$ cat src/rtl/drq_pkg.sv
// ============================================================================
// drq_pkg: shared definitions of the disk request queue
// Field widths, result and command codes, and the structures that pass
// between the front end, the back end and the queues.
// ============================================================================
package drq_pkg;

   localparam int DRQ_QUEUE_DEPTH = 16;
   localparam int DRQ_CMD_DEPTH   = 4;
   localparam int DRQ_RSP_DEPTH   = 4;

   localparam int MINOR_W  = 8;
   localparam int SECTOR_W = 48;
   localparam int COUNT_W  = 17;
   localparam int BUFFER_W = 32;
   localparam int TAG_W    = 8;
   localparam int KIND_W   = 2;
   localparam int SLOT_W   = 4;
   localparam int TOTAL_W  = 48;

   // Input action codes.
   localparam logic ACT_ENQUEUE  = 1'b0;
   localparam logic ACT_COMPLETE = 1'b1;

   // Result kinds.
   localparam logic [KIND_W-1:0] KIND_ISSUE    = 2'd0;
   localparam logic [KIND_W-1:0] KIND_DONE     = 2'd1;
   localparam logic [KIND_W-1:0] KIND_REJECT   = 2'd2;
   localparam logic [KIND_W-1:0] KIND_SPURIOUS = 2'd3;

   // Commands from the front end to the back end.
   localparam logic [1:0] CMD_ISSUE    = 2'd0;
   localparam logic [1:0] CMD_COMPLETE = 2'd1;
   localparam logic [1:0] CMD_REJECT   = 2'd2;
   localparam logic [1:0] CMD_SPURIOUS = 2'd3;

   typedef struct packed {
      logic [MINOR_W-1:0]  minor;
      logic [SECTOR_W-1:0] sector;
      logic [COUNT_W-1:0]  count;
      logic                direction;
      logic [BUFFER_W-1:0] buffer;
      logic [TAG_W-1:0]    tag;
   } entry_type;

   localparam int ENTRY_W = $bits(entry_type);

   typedef struct packed {
      logic      action;
      entry_type entry;
      logic      error;
   } req_type;

   typedef struct packed {
      logic [1:0] op;
      logic       has_next;
      logic       error;
      entry_type  entry;
   } cmd_type;

   localparam int CMD_W = $bits(cmd_type);

   typedef struct packed {
      logic [KIND_W-1:0]   kind;
      logic [SLOT_W-1:0]   slot;
      logic [MINOR_W-1:0]  minor;
      logic [SECTOR_W-1:0] sector;
      logic [COUNT_W-1:0]  count;
      logic                direction;
      logic [BUFFER_W-1:0] buffer;
      logic [TAG_W-1:0]    tag;
      logic                error;
      logic                from_completion;
      logic [TOTAL_W-1:0]  total;
      logic                last;
   } rsp_type;

   localparam int RSP_W = $bits(rsp_type);

endpackage

$ cat src/rtl/drq_ram.sv
// ============================================================================
// drq_ram: generic single-write, single-read RAM
// One write port and one read port with registered read data.
// ============================================================================
module drq_ram #(
   parameter int WIDTH = 8,
   parameter int DEPTH = 16
) (
   input  logic                     clock,
   input  logic                     wr_en,
   input  logic [$clog2(DEPTH)-1:0] wr_addr,
   input  logic [WIDTH-1:0]         wr_data,
   input  logic                     rd_en,
   input  logic [$clog2(DEPTH)-1:0] rd_addr,
   output logic [WIDTH-1:0]         rd_data
);

   logic [WIDTH-1:0] mem_ff [DEPTH];
   logic [WIDTH-1:0] rd_data_ff;

   always_ff @(posedge clock) begin
      if (wr_en) begin
         mem_ff[wr_addr] <= wr_data;
      end
      if (rd_en) begin
         rd_data_ff <= mem_ff[rd_addr];
      end
   end

   assign rd_data = rd_data_ff;

endmodule

$ cat src/rtl/drq_fifo.sv
// ============================================================================
// drq_fifo: small register queue
// Holds up to DEPTH words; the oldest word is shown while empty is low.
// ============================================================================
module drq_fifo #(
   parameter int WIDTH = 8,
   parameter int DEPTH = 4
) (
   input  logic             clock,
   input  logic             reset,
   input  logic             push,
   input  logic [WIDTH-1:0] wr_data,
   output logic             full,
   input  logic             pop,
   output logic [WIDTH-1:0] rd_data,
   output logic             empty
);

   localparam int PTR_W = (DEPTH > 1) ? $clog2(DEPTH) : 1;
   localparam int CNT_W = $clog2(DEPTH + 1);
   localparam logic [PTR_W-1:0] LAST_PTR = PTR_W'(DEPTH - 1);
   localparam logic [CNT_W-1:0] FULL_CNT = CNT_W'(DEPTH);

   logic [WIDTH-1:0] mem_ff [DEPTH];
   logic [PTR_W-1:0] wr_ptr_ff, wr_ptr_in;
   logic [PTR_W-1:0] rd_ptr_ff, rd_ptr_in;
   logic [CNT_W-1:0] count_ff, count_in;
   logic             do_push, do_pop;

   assign full    = (count_ff == FULL_CNT);
   assign empty   = (count_ff == '0);
   assign do_push = push && !full;
   assign do_pop  = pop && !empty;
   assign rd_data = mem_ff[rd_ptr_ff];

   always_comb begin
      wr_ptr_in = wr_ptr_ff;
      rd_ptr_in = rd_ptr_ff;
      count_in  = count_ff;
      if (do_push) begin
         wr_ptr_in = (wr_ptr_ff == LAST_PTR) ? '0 : wr_ptr_ff + PTR_W'(1);
      end
      if (do_pop) begin
         rd_ptr_in = (rd_ptr_ff == LAST_PTR) ? '0 : rd_ptr_ff + PTR_W'(1);
      end
      unique case ({do_push, do_pop})
         2'b10:   count_in = count_ff + CNT_W'(1);
         2'b01:   count_in = count_ff - CNT_W'(1);
         default: count_in = count_ff;
      endcase
   end

   always_ff @(posedge clock) begin
      if (reset) begin
         wr_ptr_ff <= '0;
         rd_ptr_ff <= '0;
         count_ff  <= '0;
      end else begin
         wr_ptr_ff <= wr_ptr_in;
         rd_ptr_ff <= rd_ptr_in;
         count_ff  <= count_in;
      end
   end

   always_ff @(posedge clock) begin
      if (do_push) begin
         mem_ff[wr_ptr_ff] <= wr_data;
      end
   end

endmodule

$ cat src/rtl/drq_front.sv
// ============================================================================
// drq_front: request intake and classification
// Tracks the ring pointers and the busy flag, stores enqueued requests and
// hands at most one command per accepted item to the back end.
// ============================================================================
module drq_front
   import drq_pkg::*;
#(
   parameter int QUEUE_DEPTH = DRQ_QUEUE_DEPTH
) (
   input  logic                           clock,
   input  logic                           reset,
   input  logic                           accept,
   input  req_type                        req,
   input  logic                           ring_read,
   output logic                           next_pending,
   output logic                           cmd_push,
   output cmd_type                        cmd,
   output logic                           ram_wr_en,
   output logic [$clog2(QUEUE_DEPTH)-1:0] ram_wr_addr,
   output logic [ENTRY_W-1:0]             ram_wr_data
);

   localparam int IDX_W = $clog2(QUEUE_DEPTH);
   localparam logic [IDX_W-1:0] LAST_SLOT = IDX_W'(QUEUE_DEPTH - 1);

   // Each pointer is a slot plus a phase bit that flips on every wrap.
   logic [IDX_W-1:0] head_slot_ff, head_slot_in;
   logic             head_phase_ff, head_phase_in;
   logic [IDX_W-1:0] tail_slot_ff, tail_slot_in;
   logic             tail_phase_ff, tail_phase_in;
   logic             busy_ff, busy_in;
   logic             next_pending_ff, next_pending_in;
   logic [IDX_W-1:0] head_step_slot, tail_step_slot;
   logic             head_step_phase, tail_step_phase;
   logic             ring_full;

   assign ring_full = (head_slot_ff == tail_slot_ff) && (head_phase_ff != tail_phase_ff);

   // Set while the back end still has to read the next request out of the
   // ring; the input is held off until then so that slot stays intact.
   assign next_pending = next_pending_ff;

   always_comb begin
      head_step_slot  = (head_slot_ff == LAST_SLOT) ? '0 : head_slot_ff + IDX_W'(1);
      head_step_phase = (head_slot_ff == LAST_SLOT) ? !head_phase_ff : head_phase_ff;
      tail_step_slot  = (tail_slot_ff == LAST_SLOT) ? '0 : tail_slot_ff + IDX_W'(1);
      tail_step_phase = (tail_slot_ff == LAST_SLOT) ? !tail_phase_ff : tail_phase_ff;
   end

   always_comb begin
      head_slot_in    = head_slot_ff;
      head_phase_in   = head_phase_ff;
      tail_slot_in    = tail_slot_ff;
      tail_phase_in   = tail_phase_ff;
      busy_in         = busy_ff;
      next_pending_in = next_pending_ff;
      cmd_push        = 1'b0;
      cmd             = '0;
      cmd.entry       = req.entry;
      cmd.error       = req.error;
      ram_wr_en       = 1'b0;
      ram_wr_addr     = tail_slot_ff;
      ram_wr_data     = req.entry;
      if (ring_read) begin
         next_pending_in = 1'b0;
      end
      if (accept) begin
         if (req.action == ACT_ENQUEUE) begin
            if (ring_full) begin
               cmd_push = 1'b1;
               cmd.op   = CMD_REJECT;
            end else begin
               ram_wr_en     = 1'b1;
               tail_slot_in  = tail_step_slot;
               tail_phase_in = tail_step_phase;
               if (!busy_ff) begin
                  busy_in  = 1'b1;
                  cmd_push = 1'b1;
                  cmd.op   = CMD_ISSUE;
               end
            end
         end else if (!busy_ff) begin
            cmd_push = 1'b1;
            cmd.op   = CMD_SPURIOUS;
         end else begin
            head_slot_in  = head_step_slot;
            head_phase_in = head_step_phase;
            cmd_push      = 1'b1;
            cmd.op        = CMD_COMPLETE;
            cmd.has_next  = (head_step_slot != tail_slot_ff) ||
                            (head_step_phase != tail_phase_ff);
            if (cmd.has_next) begin
               next_pending_in = 1'b1;
            end else begin
               busy_in = 1'b0;
            end
         end
      end
   end

   always_ff @(posedge clock) begin
      if (reset) begin
         head_slot_ff    <= '0;
         head_phase_ff   <= 1'b0;
         tail_slot_ff    <= '0;
         tail_phase_ff   <= 1'b0;
         busy_ff         <= 1'b0;
         next_pending_ff <= 1'b0;
      end else begin
         head_slot_ff    <= head_slot_in;
         head_phase_ff   <= head_phase_in;
         tail_slot_ff    <= tail_slot_in;
         tail_phase_ff   <= tail_phase_in;
         busy_ff         <= busy_in;
         next_pending_ff <= next_pending_in;
      end
   end

endmodule

$ cat src/rtl/drq_back.sv
// ============================================================================
// drq_back: command execution and result generation
// Keeps the in-flight request, the head slot and the sector total, reads the
// next request from the ring after a completion and writes result beats.
// ============================================================================
module drq_back
   import drq_pkg::*;
#(
   parameter int QUEUE_DEPTH = DRQ_QUEUE_DEPTH
) (
   input  logic                           clock,
   input  logic                           reset,
   input  cmd_type                        cmd,
   input  logic                           cmd_empty,
   output logic                           cmd_pop,
   input  logic                           rsp_full,
   output logic                           rsp_push,
   output rsp_type                        rsp,
   output logic                           ram_rd_en,
   output logic [$clog2(QUEUE_DEPTH)-1:0] ram_rd_addr,
   input  logic [ENTRY_W-1:0]             ram_rd_data
);

   localparam int IDX_W = $clog2(QUEUE_DEPTH);
   localparam logic [IDX_W-1:0] LAST_SLOT = IDX_W'(QUEUE_DEPTH - 1);

   localparam logic ST_IDLE = 1'b0;
   localparam logic ST_NEXT = 1'b1;

   logic               state_ff, state_in;
   logic [IDX_W-1:0]   head_ff, head_in;
   logic [TOTAL_W-1:0] total_ff, total_in;
   logic [COUNT_W-1:0] flight_count_ff, flight_count_in;
   logic [TAG_W-1:0]   flight_tag_ff, flight_tag_in;
   logic [IDX_W-1:0]   head_step;
   logic [IDX_W+SLOT_W-1:0] head_ext;
   logic [TOTAL_W-1:0] total_sum;
   entry_type          ram_entry;

   assign head_step = (head_ff == LAST_SLOT) ? '0 : head_ff + IDX_W'(1);
   assign head_ext  = {{SLOT_W{1'b0}}, head_ff};
   assign total_sum = total_ff + TOTAL_W'(flight_count_ff);
   assign ram_entry = entry_type'(ram_rd_data);
   assign ram_rd_addr = head_step;

   always_comb begin
      state_in        = state_ff;
      head_in         = head_ff;
      total_in        = total_ff;
      flight_count_in = flight_count_ff;
      flight_tag_in   = flight_tag_ff;
      cmd_pop         = 1'b0;
      rsp_push        = 1'b0;
      ram_rd_en       = 1'b0;
      rsp             = '0;
      rsp.total       = total_ff;
      rsp.last        = 1'b1;
      unique case (state_ff)
         ST_IDLE: begin
            if (!cmd_empty && !rsp_full) begin
               cmd_pop  = 1'b1;
               rsp_push = 1'b1;
               unique case (cmd.op)
                  CMD_ISSUE: begin
                     rsp.kind        = KIND_ISSUE;
                     rsp.slot        = head_ext[SLOT_W-1:0];
                     rsp.minor       = cmd.entry.minor;
                     rsp.sector      = cmd.entry.sector;
                     rsp.count       = cmd.entry.count;
                     rsp.direction   = cmd.entry.direction;
                     rsp.buffer      = cmd.entry.buffer;
                     rsp.tag         = cmd.entry.tag;
                     flight_count_in = cmd.entry.count;
                     flight_tag_in   = cmd.entry.tag;
                  end
                  CMD_COMPLETE: begin
                     rsp.kind  = KIND_DONE;
                     rsp.slot  = head_ext[SLOT_W-1:0];
                     rsp.count = flight_count_ff;
                     rsp.tag   = flight_tag_ff;
                     rsp.error = cmd.error;
                     rsp.total = total_sum;
                     rsp.last  = !cmd.has_next;
                     total_in  = total_sum;
                     head_in   = head_step;
                     if (cmd.has_next) begin
                        ram_rd_en = 1'b1;
                        state_in  = ST_NEXT;
                     end
                  end
                  CMD_REJECT: begin
                     rsp.kind = KIND_REJECT;
                     rsp.tag  = cmd.entry.tag;
                  end
                  CMD_SPURIOUS: begin
                     rsp.kind = KIND_SPURIOUS;
                  end
               endcase
            end
         end
         ST_NEXT: begin
            // The ring read started with the completion beat; its data is here now.
            if (!rsp_full) begin
               rsp_push            = 1'b1;
               rsp.kind            = KIND_ISSUE;
               rsp.slot            = head_ext[SLOT_W-1:0];
               rsp.minor           = ram_entry.minor;
               rsp.sector          = ram_entry.sector;
               rsp.count           = ram_entry.count;
               rsp.direction       = ram_entry.direction;
               rsp.buffer          = ram_entry.buffer;
               rsp.tag             = ram_entry.tag;
               rsp.from_completion = 1'b1;
               flight_count_in     = ram_entry.count;
               flight_tag_in       = ram_entry.tag;
               state_in            = ST_IDLE;
            end
         end
      endcase
   end

   always_ff @(posedge clock) begin
      if (reset) begin
         state_ff <= ST_IDLE;
         head_ff  <= '0;
         total_ff <= '0;
      end else begin
         state_ff <= state_in;
         head_ff  <= head_in;
         total_ff <= total_in;
      end
   end

   always_ff @(posedge clock) begin
      flight_count_ff <= flight_count_in;
      flight_tag_ff   <= flight_tag_in;
   end

endmodule

$ cat src/rtl/disk_request_queue.sv
// ============================================================================
// disk_request_queue: ring of disk transfer requests with a busy flag
// Accepts enqueue and completion items and reports issues, completions,
// rejections and spurious completions as result beats.
// ============================================================================
// The input side takes one beat per cycle whenever req_full is low; the front
// end classifies the item in that cycle against its own copy of the ring
// pointers and the busy flag, writes an enqueued request into the ring memory,
// and places at most one command in a four-entry command queue. The back end
// executes one command per cycle while idle and the result queue has room, and
// the first result beat of an item passes through the command and result
// queues before it can be popped. A completion followed by an issue from the
// ring takes the back end through its ST_NEXT state, because the next request
// comes through the registered read port of the ring memory; its issue beat
// follows the completion beat. From the acceptance of such a completion until
// the back end has read that next request, req_full stays high, even while the
// back end waits on the result queue, so a later enqueue never overwrites a
// slot that is still to be read. Results wait in a four-entry result queue, so
// the back end keeps working while the consumer stalls. No clearing pass is
// needed after reset; the ring slots are never read before they are written.
module disk_request_queue
   import drq_pkg::*;
#(
   parameter int QUEUE_DEPTH = DRQ_QUEUE_DEPTH
) (
   input  logic                  clock,
   input  logic                  reset,
   // Request channel.
   input  logic                  req_push,
   output logic                  req_full,
   input  logic                  req_action,
   input  logic [MINOR_W-1:0]    req_device_minor,
   input  logic [SECTOR_W-1:0]   req_start_sector,
   input  logic [COUNT_W-1:0]    req_sector_count,
   input  logic                  req_direction,
   input  logic [BUFFER_W-1:0]   req_buffer_addr,
   input  logic [TAG_W-1:0]      req_requester_tag,
   input  logic                  req_error_flag,
   // Result channel.
   output logic                  rsp_empty,
   input  logic                  rsp_pop,
   output logic [KIND_W-1:0]     rsp_kind,
   output logic [SLOT_W-1:0]     rsp_slot,
   output logic [MINOR_W-1:0]    rsp_out_minor,
   output logic [SECTOR_W-1:0]   rsp_out_sector,
   output logic [COUNT_W-1:0]    rsp_out_count,
   output logic                  rsp_out_direction,
   output logic [BUFFER_W-1:0]   rsp_out_buffer,
   output logic [TAG_W-1:0]      rsp_out_tag,
   output logic                  rsp_out_error,
   output logic                  rsp_from_completion,
   output logic [TOTAL_W-1:0]    rsp_total_sectors,
   output logic                  rsp_last
);

   localparam int IDX_W = $clog2(QUEUE_DEPTH);

   req_type            req;
   logic               req_accept;
   logic               next_pending;
   cmd_type            cmd_in_data, cmd_out_data;
   logic [CMD_W-1:0]   cmd_out_bits;
   logic               cmd_push, cmd_pop, cmd_full, cmd_empty;
   rsp_type            rsp_in_data, rsp_out_data;
   logic [RSP_W-1:0]   rsp_out_bits;
   logic               rsp_push, rsp_full;
   logic               ram_wr_en, ram_rd_en;
   logic [IDX_W-1:0]   ram_wr_addr, ram_rd_addr;
   logic [ENTRY_W-1:0] ram_wr_data, ram_rd_data;

   // Every accepted item can need one command, so the input stalls when the
   // command queue has no room, and also while a ring read is still owed.
   assign req_full   = cmd_full || next_pending;
   assign req_accept = req_push && !req_full;

   assign req.action          = req_action;
   assign req.entry.minor     = req_device_minor;
   assign req.entry.sector    = req_start_sector;
   assign req.entry.count     = req_sector_count;
   assign req.entry.direction = req_direction;
   assign req.entry.buffer    = req_buffer_addr;
   assign req.entry.tag       = req_requester_tag;
   assign req.error           = req_error_flag;

   drq_front #(
      .QUEUE_DEPTH(QUEUE_DEPTH)
   ) u_front (
      .clock       (clock),
      .reset       (reset),
      .accept      (req_accept),
      .req         (req),
      .ring_read   (ram_rd_en),
      .next_pending(next_pending),
      .cmd_push    (cmd_push),
      .cmd         (cmd_in_data),
      .ram_wr_en   (ram_wr_en),
      .ram_wr_addr (ram_wr_addr),
      .ram_wr_data (ram_wr_data)
   );

   // The ring itself: one entry per slot, written by the front end and read by
   // the back end when a completion hands the device the next request.
   drq_ram #(
      .WIDTH(ENTRY_W),
      .DEPTH(QUEUE_DEPTH)
   ) u_ring (
      .clock  (clock),
      .wr_en  (ram_wr_en),
      .wr_addr(ram_wr_addr),
      .wr_data(ram_wr_data),
      .rd_en  (ram_rd_en),
      .rd_addr(ram_rd_addr),
      .rd_data(ram_rd_data)
   );

   // Command queue between the front and back ends.
   drq_fifo #(
      .WIDTH(CMD_W),
      .DEPTH(DRQ_CMD_DEPTH)
   ) u_cmd_queue (
      .clock  (clock),
      .reset  (reset),
      .push   (cmd_push),
      .wr_data(cmd_in_data),
      .full   (cmd_full),
      .pop    (cmd_pop),
      .rd_data(cmd_out_bits),
      .empty  (cmd_empty)
   );

   assign cmd_out_data = cmd_type'(cmd_out_bits);

   drq_back #(
      .QUEUE_DEPTH(QUEUE_DEPTH)
   ) u_back (
      .clock      (clock),
      .reset      (reset),
      .cmd        (cmd_out_data),
      .cmd_empty  (cmd_empty),
      .cmd_pop    (cmd_pop),
      .rsp_full   (rsp_full),
      .rsp_push   (rsp_push),
      .rsp        (rsp_in_data),
      .ram_rd_en  (ram_rd_en),
      .ram_rd_addr(ram_rd_addr),
      .ram_rd_data(ram_rd_data)
   );

   // Result queue; its oldest beat drives the result ports directly.
   drq_fifo #(
      .WIDTH(RSP_W),
      .DEPTH(DRQ_RSP_DEPTH)
   ) u_rsp_queue (
      .clock  (clock),
      .reset  (reset),
      .push   (rsp_push),
      .wr_data(rsp_in_data),
      .full   (rsp_full),
      .pop    (rsp_pop),
      .rd_data(rsp_out_bits),
      .empty  (rsp_empty)
   );

   assign rsp_out_data        = rsp_type'(rsp_out_bits);
   assign rsp_kind            = rsp_out_data.kind;
   assign rsp_slot            = rsp_out_data.slot;
   assign rsp_out_minor       = rsp_out_data.minor;
   assign rsp_out_sector      = rsp_out_data.sector;
   assign rsp_out_count       = rsp_out_data.count;
   assign rsp_out_direction   = rsp_out_data.direction;
   assign rsp_out_buffer      = rsp_out_data.buffer;
   assign rsp_out_tag         = rsp_out_data.tag;
   assign rsp_out_error       = rsp_out_data.error;
   assign rsp_from_completion = rsp_out_data.from_completion;
   assign rsp_total_sectors   = rsp_out_data.total;
   assign rsp_last            = rsp_out_data.last;

endmodule
$ cat config.mk
export PLATFORM = sky130hd
export DESIGN_NAME = disk_request_queue
export DESIGN_NICKNAME = d
export VERILOG_FILES = /design/src/rtl/drq_pkg.sv /design/src/rtl/drq_ram.sv /design/src/rtl/drq_fifo.sv /design/src/rtl/drq_front.sv /design/src/rtl/drq_back.sv /design/src/rtl/disk_request_queue.sv
export SDC_FILE = /design/constraint.sdc
export NUM_CORES = 2
export LEC_CHECK = 0
export BUFFER_PORTS_ARGS = -buffer_cell sky130_fd_sc_hd__buf_4
export CAP_MARGIN = 20
export CORE_MARGIN = 2
export CORE_UTILIZATION = 25
export CTS_CLUSTER_SIZE = 14
export DETAILED_ROUTE_END_ITERATION = 12
export HOLD_SLACK_MARGIN = 0.06
export SLEW_MARGIN = 20
export SYNTH_ARGS = -nofsm -noshare
export SYNTH_HDL_FRONTEND = slang
export SYNTH_SLANG_ARGS = --single-unit
$ cat constraint.sdc
create_clock -name clock -period 15.66 [get_ports clock]
set_clock_uncertainty 0.1 [all_clocks]
set_input_delay 3.132 -clock clock [delete_from_list [all_inputs] [get_ports clock]]
set_output_delay 3.132 -clock clock [all_outputs]
set_load 0.01 [all_outputs]
; Yosys cells after proc, flatten, opt, wreduce, memory -nomap -nowiden
; Memories as Yosys holds them, arrays and structs flattened. A register that Yosys moved wholly into a read port is not among the register bits.
; Cells that the tools add are included.
[classes]
mux = 75
n_reduce_logical = 30
bitwise = 3
eq_ne = 24
n_addsub = 12
[op_table]
columns = cell, count
row1 = $pmux 120 s2, 1
row2 = $mux 49, 3
row3 = $mux 121, 1
row4 = $mux 118, 1
row5 = $pmux 17 s2, 2
row6 = $mux 56, 1
row7 = $mux 17, 3
row8 = $add 48x17->48, 1
row9 = $mux 1, 36
row10 = $mux 33, 1
row11 = $pmux 8 s2, 2
row12 = $mux 8, 3
row13 = $mux 2, 11
row14 = $eq 2x2->1 const B, 8
row15 = $mux 4, 4
row16 = $add 4x1->4 const B, 3
row17 = $eq 4x4->1 const B, 3
row18 = $pmux 3 s2, 2
row19 = $reduce_and 3->1, 4
row20 = $add 2x1->2 const B, 4
row21 = $logic_not 1->1, 8
row22 = $pmux 2 s4, 1
row23 = $logic_and 1x1->1, 7
row24 = $add 3x1->3 const B, 2
row25 = other kinds (18), 32
[word_totals]
mem_bits_rw = 2980
memories = 3
register_bits = 104
[memory_table]
columns = memory, words, width, read_ports, rd_clocked_by_memory_dff, wr, line_no
row1 = u_ring.mem_ff, 16, 114, 1, 1, 1, drq_ram.sv:18  ; logic [WIDTH-1:0] mem_ff [DEPTH];
row2 = u_rsp_queue.mem_ff, 4, 171, 1, 1, 1, drq_fifo.sv:24  ; logic [WIDTH-1:0] mem_ff [DEPTH];
row3 = u_cmd_queue.mem_ff, 4, 118, 1, 1, 1, drq_fifo.sv:24

; Depth between registers and ports, before layout
[depth]
depth_word = 10
mapped_depth = 11
ltp_nobuf = 11

; By module
; Synthesis repeated with hierarchy kept, for this count alone.
[unflattened]
hier_cells = 5550
hier_area_um2 = 122491.2
[modules_own_cells]
columns = module, cells_per_inst, area_each_um2, instances, seq_area_each_um2
row1 = drq_ram, 2916, 71591.2, 1, 58195.8
row2 = drq_fifo (u_rsp_queue), 947, 25127.8, 1, 20719.9
row3 = drq_fifo (u_cmd_queue), 670, 17470.5, 1, 14353.8
row4 = drq_back, 700, 5834.3, 1, 1811.7
row5 = drq_front, 315, 2453.6, 1, 240.2
row6 = disk_request_queue, 2, 13.8, 1, 0.0

; Least setup slack after synthesis
; OpenSTA, ideal clock, no wires.
[synth_timing]
path_type = input port to flip-flop
from = in req_push
to = mem u_ring.mem_ff[0][0] (netlist bit), enable pin
t_arrival_ns = 11.929
setup_slack_ns = 2.905
path_buffers = 1
setup_time_ns = 0.726
cell_stages = 6
path_cell_list = inv_1 or3_1 a211oi_1 clkbuf_1 nand2_1 nor3_1
[synth_between]
elab_chain_cells = 4
[synth_lines]
columns = element, line_no
row1 = start: declaration, disk_request_queue.sv:29  ; input logic req_push,
row2 = $logic_and 1x1->1, disk_request_queue.sv:74  ; assign req_accept = req_push && !req_full;
row3 = $mux 1, drq_front.sv:68  ; if (accept) begin
row4 = $mux 1, drq_ram.sv:22  ; if (wr_en) begin
row5 = $mux 1 (not written as such), drq_ram.sv:23  ; mem_ff[wr_addr] <= wr_data;
row6 = end: declaration, drq_ram.sv:18
; Every way passes these cells.

==> flow_metrics.env <==
export IMPL_run_status="completed"
export IMPL_worst_setup_path_type="reg -> out"
export IMPL_synth_seq_cells=3202
export IMPL_synth_cells=5582
export IMPL_fmax_mhz=134.6
export IMPL_grt_pass1_wl_um=442000
export IMPL_post_synthesis_sequential_area_ratio=0.7864
export IMPL_clk_insertion_delay_late_ns=0.95
export IMPL_power_static_leakage_nw=44.43
export IMPL_finalCritPeriodShare=0.4743
export IMPL_clkTransAtPathRegs_ns=0.06
export IMPL_cts_hold_repair_buffers=0
export IMPL_cp_required_ns=12.43
export IMPL_switchingPower_w=0.006956
export IMPL_place_hpwl_um=175500
export IMPL_globalRouteOverflowTotal=0
export IMPL_layout_cells_most_common="sky130_fd_sc_hd__edfxtp_1"
export IMPL_path_depth=4
export IMPL_post_cts_resized=0
export IMPL_synth_edff_count=3119
export IMPL_fp_dieW_um=700.3
export IMPL_critical_path_most_common_cell="sky130_fd_sc_hd__buf_4"
export IMPL_final_cell_mix="3119 x sky130_fd_sc_hd__edfxtp_1, 751 x sky130_fd_sc_hd__mux4_2, 437 x sky130_fd_sc_hd__nand2_1"
export IMPL_timing_critical_path_cells="buf_4, buf_4, mux4_2, buf_4"
export IMPL_die_height_um=700.3
export IMPL_pwr_share_seq=0.440
export IMPL_num_nets_final=6186
export IMPL_endpoint_kind="primary output"
export IMPL_worst_r2r_startpoint="u_back.head_ff[0]"
export IMPL_cp_max_fo=44
export IMPL_final_critical_path_setup_slack_ns=8.233
export IMPL_arrival_ns=4.20
export IMPL_r2r_worst_path_cells=7
export IMPL_grt_max_degree=123
export IMPL_drtAntennaViolNets=0
export IMPL_route_vias_total=58370
export IMPL_cts_htree_levels=5
export IMPL_syn_area_um2=121200
export IMPL_drt_first_iter_violations=6579
export IMPL_clock_power_share=0.327
export IMPL_maxCapViolCount=0
export IMPL_top_level_ports=293
export IMPL_placeableCoreArea_um2=482700
export IMPL_yosys_most_used_dff="sky130_fd_sc_hd__edfxtp_1"
export IMPL_drt_drc_violations_left=0
export IMPL_floorplan_initialDensity=0.2511
export IMPL_critical_path_top_delay_family="buffers and inverters"
export IMPL_cts_buffers_inserted=343
export IMPL_cts_sink_count=3202
export IMPL_power_frac_comb=0.233
export IMPL_internal_power_w=0.01756
export IMPL_critPathLaunchType="flip-flop"
export IMPL_gr_usage_all_layers=0.1231
export IMPL_place_ws_ns=8.348
export IMPL_syn_to_final_growth_pct=17.75
export IMPL_setup_violations_final=0
export IMPL_floorplan_die_area_um2=490400
export IMPL_clock_tree_buffer_depth=4
export IMPL_hp_class="reg -> reg"
export IMPL_routed_via_density=4.579
export IMPL_post_cts_setup_buffer_count=0
export IMPL_grt_antenna_before_repair=72
export IMPL_cts_tree="yes"
export IMPL_timing_critical_path_buf_inv=3
export IMPL_rows=255
export IMPL_numPortBuffers=292
export IMPL_rsz0062_at_grt="no"
export IMPL_avg_wl_per_cell_um=24.40
export IMPL_netSwitchingFraction=0.2837
export IMPL_timing_worst_slew_pin_value_ns=1.259
export IMPL_max_slew_margin=0.1608
export IMPL_first_global_vias=59480
export IMPL_drt_pre_antenna_iters=6
export IMPL_critical_path_slowest_cell="sky130_fd_sc_hd__buf_4"
export IMPL_count_of_synthesis_stage_warnings_from_yosys=0
export IMPL_synth_avg_cell_area_um2=21.71
export IMPL_worst_r2r_setup_slack_ns=10.20
export IMPL_synthArstFlopShare=0
export IMPL_timing_hold_violations_final=0
export IMPL_place_congestion=0.7391
export IMPL_tns_ns=0
export IMPL_syn_num_nets=5740
export IMPL_cpPeakStageDelay_ns=0.83
export IMPL_vdd_ir_drop_worst_uv=175.4
export IMPL_layout_min_cycle_time_ns=7.427
export IMPL_power_density_nw_per_um2=171.8
export IMPL_layout_drive_gt1_share=0.2712
export IMPL_root_buffer="sky130_fd_sc_hd__clkbuf_16"
export IMPL_drt_wl_total_um=311100
export IMPL_netlist_cell_type_count=62
export IMPL_count_of_final_max_slew_check_failures=0
export IMPL_timing_rr_end="u_ring.rd_data[0]"
export IMPL_critical_path_endpoint="rsp_out_sector[26]"
[synthesized netlist by cell type (44+ instances only)]
library cell	instances	area, um2
sky130_fd_sc_hd__edfxtp_1	3119	93660
sky130_fd_sc_hd__mux4_2	751	16910
sky130_fd_sc_hd__nand2_1	437	1640
sky130_fd_sc_hd__clkbuf_1	192	720.7
sky130_fd_sc_hd__nand3_1	100	500.5
sky130_fd_sc_hd__a22o_1	89	779.5
sky130_fd_sc_hd__dfxtp_1	83	1662
sky130_fd_sc_hd__nor2_1	74	277.8
sky130_fd_sc_hd__a21oi_1	65	325.3
sky130_fd_sc_hd__a311oi_1	62	543.0
sky130_fd_sc_hd__buf_1	57	214.0
sky130_fd_sc_hd__and2_1	47	294.0
sky130_fd_sc_hd__and3_1	45	281.5
sky130_fd_sc_hd__buf_2	45	225.2
sky130_fd_sc_hd__a31oi_1	44	275.3
[stage by stage]
| stage | cells | total power, W | util | cell area (um2) | hold WS [ns] |
|---|---|---|---|---|---|
| after detailed placement | 12110 | 0.01683 | 0.2725 | 131600 | 0.3771 |
| final | 12750 | 0.02452 | 0.2957 | 142700 | 0.3848 |
| after floorplan | 5582 | 0.01456 | - | 121200 | 0.3578 |
| after global routing | 12730 | 0.02555 | 0.2956 | 142700 | 0.4034 |
| after global placement | 12100 | 0.01671 | 0.2724 | 131500 | 0.3736 |
| after CTS | 12720 | 0.02490 | 0.2955 | 142700 | 0.3860 |
[worst register-to-register path, delay by kind of cell, from the launching register on]
| kind | cells | cell delay (ns) |
|---|---|---|
| flops | 1 | 0.41 |
| mux | 2 | 1.26 |
| compound gates | 1 | 0.78 |
| buf+inv | 3 | 2.39 |
| fa+ha+maj | 1 | 0.26 |
[per-layer routing]
metal | vias up | share of wire | global-route usage
li1 | 24200 | - | -
met1 | 31540 | 0.43 | 0.1694
met2 | 2133 | 0.48 | 0.1997
met3 | 470 | 0.073 | 0.02445
met4 | 26 | 0.023 | 0.03043
met5 | - | 0.00052 | 0
[area by class of cell]
cell class / instances / area (um2)
Fill cell: 46390 / 340000
Sequential cell: 3202 / 95340
Multi-Input combinational cell: 2042 / 24810
Clock buffer: 411 / 8974
Tap cell: 6425 / 8039
Timing Repair Buffer: 396 / 3211
Clock inverter: 205 / 2140
Inverter: 43 / 168.9
Antenna cell: 22 / 55.05
[logic make-up (layout without fill, tap and decap cells)]
family                   after synthesis  count (layout)  synth area share
AND/OR/NAND/NOR                      803             803           0.03009
adder cells (fa/ha/maj)               38              38          0.004108
buffers and inverters                338            1055           0.01099
AO/OA/AOI/OAI                        362             362           0.02182
multiplexers                         788             788            0.1429
flip-flops                          3202            3202            0.7864
other                                  0              22                 0
XOR/XNOR                              51              51          0.003685
[how the worst min path moves through the flow]
stage	endpoint	cells after the start	start
2_1_floorplan	u_back.total_ff[14]	2	u_back.total_ff[14]
3_3_place_gp	u_back.total_ff[6]	2	u_back.total_ff[6]
3_5_place_dp	u_back.total_ff[6]	2	u_back.total_ff[6]
4_1_cts	u_back.total_ff[6]	2	u_back.total_ff[6]
5_1_grt	u_back.total_ff[6]	2	u_back.total_ff[6]
6_report	u_back.total_ff[6]	2	u_back.total_ff[6]
[power groups by stage]
stage,Clock [W],Combinational (W),Sequential (W)
CTS,0.00823,0.00588,0.0108
global placement,0,0.00577,0.0109
detailed placement,0,0.00586,0.0110
floorplan,0,0.00355,0.0110
finish,0.00802,0.00571,0.0108
global route,0.00853,0.00617,0.0108
[registers in the layout (all words and copies together), names as in the netlist, named ones only]
| name | count |
|---|---|
| u_front.next_pending | 1 |
| u_ring.mem_ff | 1824 |
| u_front.tail_phase_ff | 1 |
| u_rsp_queue.wr_ptr_ff | 2 |
| u_cmd_queue.mem_ff | 472 |
| u_rsp_queue.count_ff | 3 |
| u_front.head_slot_ff | 4 |
| u_back.flight_tag_ff | 8 |
| u_front.ram_wr_addr | 4 |
| u_rsp_queue.mem_ff | 684 |
| u_cmd_queue.count_ff | 3 |
| u_cmd_queue.rd_ptr_ff | 2 |
| u_back.total_ff | 48 |
| u_rsp_queue.rd_ptr_ff | 2 |
| u_front.head_phase_ff | 1 |
| u_back.head_ff | 4 |
| u_front.busy_ff | 1 |
| u_back.state_ff | 1 |
| u_back.flight_count_ff | 17 |
| u_cmd_queue.wr_ptr_ff | 2 |
| u_ring.rd_data | 114 |
No activity file was read; power rests on OpenSTA's default activity.
